[src/rtl/dtrf_pkg.sv]
// Package: widths, constants, command/status types for the ranging filter
`timescale 1ns / 1ps
package dtrf_pkg;
  localparam int TS_W = 32;
  localparam int TOF_W = 40;
  localparam int DIST_W = 48;
  localparam int THR_W = 40;
  localparam int LIM_W = 8;
  localparam int CNT_W = 4;
  localparam int SUM_W = 52;
  localparam int NUM_W = 64;
  localparam int DEN_W = 34;
  localparam int WINDOW_SIZE_DEF = 10;
  localparam logic [TS_W-1:0] MPT_RST = 32'd20144771;
  localparam logic [THR_W-1:0] THR_RST = 40'd1310720;
  localparam logic [LIM_W-1:0] LIM_RST = 8'd20;
  localparam logic [1:0] REG_MPT = 2'd0;
  localparam logic [1:0] REG_THR = 2'd1;
  localparam logic [1:0] REG_LIM = 2'd2;

  typedef struct packed {
    logic load;     // capture timestamps, form intervals
    logic prod;     // form products and denominator
    logic div_init; // set up the division
    logic div_step; // one restoring division step
    logic tof;      // saturate quotient
    logic mul_hi;   // tmag * hi
    logic mul_lo;   // tmag * lo, build distance
    logic filt;     // filter decision, window update
    logic mdiv_init; // start mean division
    logic mdiv_step; // one mean division step
    logic fin;      // form result item
  } dtrf_cmd_t;

  typedef struct packed {
    logic need_mean; // result needs window mean
  } dtrf_sts_t;
endpackage

[src/rtl/dtrf_ctrl.sv]
// Sequencer for the ranging datapath
`timescale 1ns / 1ps
module dtrf_ctrl (
  input  logic clk,
  input  logic rst_n,
  input  logic in_valid,
  output logic in_stall,
  output logic out_valid,
  input  logic out_stall,
  input  dtrf_pkg::dtrf_sts_t sts,
  output dtrf_pkg::dtrf_cmd_t cmd
);
  import dtrf_pkg::*;
  typedef enum logic [3:0] {
    S_IDLE, S_PROD, S_DINIT, S_DIV, S_TOF, S_MHI, S_MLO, S_FILT, S_MINIT, S_MDIV, S_FIN, S_OUT
  } state_t;
  state_t state_r;
  logic [6:0] cnt_r;
  logic out_valid_r;

  assign in_stall = (state_r != S_IDLE);
  assign out_valid = out_valid_r;

  always_comb begin
    cmd = '0;
    cmd.load = (state_r == S_IDLE) && in_valid;
    cmd.prod = (state_r == S_PROD);
    cmd.div_init = (state_r == S_DINIT);
    cmd.div_step = (state_r == S_DIV);
    cmd.tof = (state_r == S_TOF);
    cmd.mul_hi = (state_r == S_MHI);
    cmd.mul_lo = (state_r == S_MLO);
    cmd.filt = (state_r == S_FILT);
    cmd.mdiv_init = (state_r == S_MINIT);
    cmd.mdiv_step = (state_r == S_MDIV);
    cmd.fin = (state_r == S_FIN);
  end

  always_ff @(posedge clk) begin
    if (!rst_n) begin
      state_r <= S_IDLE;
      cnt_r <= '0;
      out_valid_r <= 1'b0;
    end else begin
      case (state_r)
        S_IDLE: if (in_valid) state_r <= S_PROD;
        S_PROD: state_r <= S_DINIT;
        S_DINIT: begin
          state_r <= S_DIV;
          cnt_r <= 7'(NUM_W - 1);
        end
        S_DIV: begin
          if (cnt_r == '0) state_r <= S_TOF;
          else cnt_r <= cnt_r - 7'd1;
        end
        S_TOF: state_r <= S_MHI;
        S_MHI: state_r <= S_MLO;
        S_MLO: state_r <= S_FILT;
        S_FILT: state_r <= S_MINIT;
        S_MINIT: begin
          if (sts.need_mean) begin
            state_r <= S_MDIV;
            cnt_r <= 7'(SUM_W - 1);
          end else begin
            state_r <= S_FIN;
          end
        end
        S_MDIV: begin
          if (cnt_r == '0) state_r <= S_FIN;
          else cnt_r <= cnt_r - 7'd1;
        end
        S_FIN: begin
          state_r <= S_OUT;
          out_valid_r <= 1'b1;
        end
        S_OUT: begin
          if (!out_stall) begin
            out_valid_r <= 1'b0;
            state_r <= S_IDLE;
          end
        end
        default: state_r <= S_IDLE;
      endcase
    end
  end
endmodule

[config.mk]
export PLATFORM = sky130hd
export DESIGN_NAME = dtrf_ctrl
export DESIGN_NICKNAME = d
export VERILOG_FILES = /design/src/rtl/dtrf_pkg.sv /design/src/rtl/dtrf_ctrl.sv
export SDC_FILE = /design/constraint.sdc
export NUM_CORES = 1
export LEC_CHECK = 0
export BUFFER_PORTS_ARGS = -buffer_cell sky130_fd_sc_hd__buf_2
export CAP_MARGIN = 20
export CORE_MARGIN = 10
export CORE_UTILIZATION = 45
export DETAILED_ROUTE_END_ITERATION = 8
export PLACE_DENSITY = 0.74
export SKIP_LAST_GASP = 1
export SLEW_MARGIN = 0
export SYNTH_ARGS = -nofsm -noshare
export SYNTH_HDL_FRONTEND = slang
export SYNTH_SLANG_ARGS = --single-unit
[constraint.sdc]
create_clock -name clk -period 2.7 [get_ports clk]
set_input_delay 0.54 -clock clk [delete_from_list [all_inputs] [get_ports clk]]
set_output_delay 0.54 -clock clk [all_outputs]
set_load 0.02 [all_outputs]
==> qor.log <==
INFO  synth          synth_warnings=0
INFO  timing         final-hold-violation-count=0
INFO  layout         diodes=0
INFO  synth          synth.lib_cells_used.distinct=39
INFO  floorplan      dieWidth=63.9microns
INFO  timing         timing.final.ws_setup=559ps
INFO  timing         tightest_slew=721ps
INFO  floorplan      rows=15
INFO  clocking       hold_buffers=0
INFO  run            drv_cap=0
INFO  timing         final-max-slew-violation-count=0
INFO  worst_hold_path min_path_type=register to register
INFO  clocking       clock_tree.buffer_depth=2
INFO  clocking       clock_tree_from_tritoncts=built
INFO  layout         net_count_reported_at_finish=136
INFO  place          dp_hpwl=1630microns
INFO  layout         area_delta_synth_final=13.1%
INFO  critical_path  worstSetupStartpointType=register
INFO  grt            globalRouteMet3Util=4.53%
INFO  synth          synth-main-ff-cell=sky130_fd_sc_hd__dfxtp_1
INFO  clocking       ctsResizeCount=0
INFO  place          pre_cts_slack=824ps
INFO  timing         setup-tns-final=0ps
INFO  critical_path  setup.worst_path.end_class=primary output
INFO  floorplan      core_area=1780squm
INFO  timing         period_share=79.3%
INFO  grt            track_usage=10.7%
INFO  synth          synth_edf_count=0
INFO  grt            grt_remaining_overflow=0
INFO  clocking       clk-insertion-delay-late=280ps
INFO  layout         postLayoutCoreUtil=55.0%
INFO  detailed_routing routed-via-count=875
INFO  synth          total_of_flip_flops_plus_latches_after_synthesis=12
INFO  clocking       clock-root-buffer=sky130_fd_sc_hd__clkbuf_4
INFO  detailed_routing drt-wirelength-per-cell=14.0microns
INFO  floorplan      fp.dieArea=4080squm
INFO  clocking       cts.reportedPaths.clkPinSlew=90ps
INFO  synth          post_synth_inst_count=115
INFO  clocking       tritoncts_num_sinks=12
INFO  grt            grt_util_met1=12.0%
INFO  critical_path  worst_setup_path_startpoint=state_r[2]
INFO  pwr            p_leak=0.406nW
INFO  timing         max_freq=467MHz
INFO  grt            grt_pass1_wl=3700microns
INFO  critical_path  crit-reg2reg-capture=cnt_r[3]
INFO  pwr            peak_supply_drop=0.000677V
INFO  timing         clock-skew-final=9.02ps
INFO  detailed_routing ant_nets=0
INFO  grt            grt_start_max_net_pins=20
INFO  detailed_routing avgViaCountPerCell=5.72
INFO  pwr            power-per-cell-area=1080nW/um^2
INFO  grt            grt_util_met2=18.5%
INFO  grt            grt-busiest-layer=met2
INFO  critical_path  r2r_setup_slk=810ps
INFO  detailed_routing detail_route.wirelength=2150microns
INFO  pwr            power.total=1.06mW
INFO  worst_hold_path hold_path_startpoint=cnt_r[6]
INFO  floorplan      ios=18
INFO  critical_path  timing_worst_setup_path_type=register to primary output
INFO  critical_path  path_max_fanout=19
INFO  grt            vias_in_the_first_global_route=854
INFO  timing         post-route-min-period=2140ps
INFO  timing         rsz0062_at_grt=false
INFO  clocking       cts.repair_timing.setup_buffer_count=0
INFO  detailed_routing drt_first_iter_violations=16
INFO  timing         whs=488ps
INFO  floorplan      dieHeight=63.9microns
INFO  detailed_routing drt-pass1-iter-count=4
INFO  clocking       h-tree-depth=1
INFO  detailed_routing post-route-drc-count=0
INFO  worst_hold_path worst_hold_path.num_cells=2
INFO  worst_hold_path hold_end=cnt_r[6]
INFO  floorplan      effective_utilization_at_floorplan=48.6%
INFO  timing         final_setup_fails=0
INFO  layout         layout_cell_share_with_drive_strength_beyond_1=18.0%
INFO  grt            grt_antenna_before_repair=0
INFO  outcome        run_status=finished clean
INFO  critical_path  timing.critical_path.required=2160ps
INFO  place          finalWeightedCongestion=0.897
INFO  synth          synth_area_per_cell=7.54squm
INFO  clocking       cts-buffers-inserted=3
INFO  critical_path  critical_path.reg2reg.startpoint=state_r[3]
INFO  timing         maxSlewHeadroom=51.7%
INFO  place          count_of_buffers_from_port_buffering=17
INFO  synth          synth.cell_area=867squm
INFO  synth          mappedNetlistNets=122
INFO  critical_path  cp.arrival=1600ps
INFO  synth          synth.yosys.seq_area_share=27.7%
INFO  critical_path  reg2regPathDepth=4
INFO  synth          asyncSetResetFlopFracSynth=0%
-- state kept, by name, summed over array words and instances, names as in the netlist --
name and flops:
cnt_r 7, out_valid 1, state_r 4
-- worst max-delay path: stages (launching register included) --
cell and delay [ps]:
sky130_fd_sc_hd__dfxtp_1 720, sky130_fd_sc_hd__nand2b_1 200, sky130_fd_sc_hd__nor2_1 200, sky130_fd_sc_hd__buf_2 200
-- synthesized netlist by cell type, types with 2 or more instances --
| master | number | area, sq um |
|---|---|---|
| sky130_fd_sc_hd__o21ai_0 | 5 | 25.0 |
| sky130_fd_sc_hd__buf_1 | 2 | 7.51 |
| sky130_fd_sc_hd__inv_1 | 4 | 15.0 |
| sky130_fd_sc_hd__o21a_1 | 5 | 37.5 |
| sky130_fd_sc_hd__a41oi_1 | 2 | 17.5 |
| sky130_fd_sc_hd__ha_1 | 2 | 25.0 |
| sky130_fd_sc_hd__a31oi_1 | 2 | 12.5 |
| sky130_fd_sc_hd__a211oi_1 | 3 | 22.5 |
| sky130_fd_sc_hd__o22ai_1 | 2 | 12.5 |
| sky130_fd_sc_hd__clkbuf_1 | 4 | 15.0 |
| sky130_fd_sc_hd__nor2_1 | 13 | 48.8 |
| sky130_fd_sc_hd__dfxtp_1 | 12 | 240 |
| sky130_fd_sc_hd__a21oi_1 | 4 | 20.0 |
| sky130_fd_sc_hd__nand3b_1 | 2 | 15.0 |
| sky130_fd_sc_hd__nor3_1 | 9 | 45.0 |
| sky130_fd_sc_hd__xnor2_1 | 3 | 26.3 |
| sky130_fd_sc_hd__nand2b_1 | 9 | 56.3 |
| sky130_fd_sc_hd__nand2_1 | 9 | 33.8 |
| sky130_fd_sc_hd__mux2i_1 | 2 | 20.0 |
| sky130_fd_sc_hd__nand4_1 | 2 | 12.5 |
-- metal layers --
metal	wire [microns]	vias to the layer above
met4	12	0
met5	0	-
li1	-	443
met1	944	417
met2	1070	13
met3	119	2
-- metrics by stage --
stage,cell area [sq um],instances
2_1_floorplan,867,115
3_3_place_gp,945,149
3_5_place_dp,945,149
4_1_cts,981,153
5_1_grt,981,153
6_report,981,153
-- cell families (layout without fill, tap and decap cells) --
group / count (synthesis) / count (layout) / share of synthesized area (%)
AO/OA/AOI/OAI: 30 / 30 / 24.8
XOR/XNOR: 3 / 3 / 3.03
adder cells (fa/ha/maj): 2 / 2 / 2.89
buffers and inverters: 12 / 25 / 6.20
flip-flops: 12 / 12 / 27.7
multiplexers: 2 / 2 / 2.31
AND/OR/NAND/NOR: 54 / 54 / 33.0
-- cell usage in the layout, fill, tap and decap left out, drive strengths merged, types with 2 or more instances in the layout --
| cell | netlist | final |
|---|---|---|
| buf | 4 | 17 |
| nor2 | 13 | 13 |
| dfxtp | 12 | 12 |
| nand2b | 9 | 9 |
| nor3 | 9 | 9 |
| nand2 | 9 | 9 |
| o21a | 5 | 5 |
| o21ai | 5 | 5 |
| a21oi | 5 | 5 |
| inv | 4 | 4 |
| clkbuf | 4 | 4 |
| xnor2 | 3 | 3 |
| a211oi | 3 | 3 |
| o22ai | 2 | 2 |
| a31oi | 2 | 2 |
| nand4 | 2 | 2 |
| mux2i | 2 | 2 |
| nand3b | 2 | 2 |
| a41oi | 2 | 2 |
| ha | 2 | 2 |
| or4 | 2 | 2 |
-- how the worst max path moves through the flow --
| stage | to | slack [ps] | cells past startpoint |
|---|---|---|---|
| after floorplan | cmd[6] | 890 | 4 |
| after global placement | cmd[3] | 900 | 3 |
| after detailed placement | cnt_r[3] | 820 | 4 |
| after CTS | cmd[3] | 550 | 3 |
| after global routing | cmd[3] | 380 | 3 |
| final | cmd[3] | 560 | 3 |
-- area by class of cell --
cell class                      instances  area, sq um
Tap cell                               25         31.3
Inverter                                4         15.0
Clock buffer                            4         36.3
Sequential cell                        12          240
Timing Repair Buffer                   17         85.1
Fill cell                             177          802
Multi-Input combinational cell         91          573
-- power breakdown --
| group | leakage [nW] | switching, mW | internal [mW] |
|---|---|---|---|
| clock | 0.0210 | 0.0683 | 0.0821 |
| sequential | 0.0982 | 0.102 | 0.229 |
| combinational | 0.287 | 0.338 | 0.243 |
| total | 0.406 | 0.508 | 0.554 |
No activity file was read; power rests on OpenSTA's default activity.
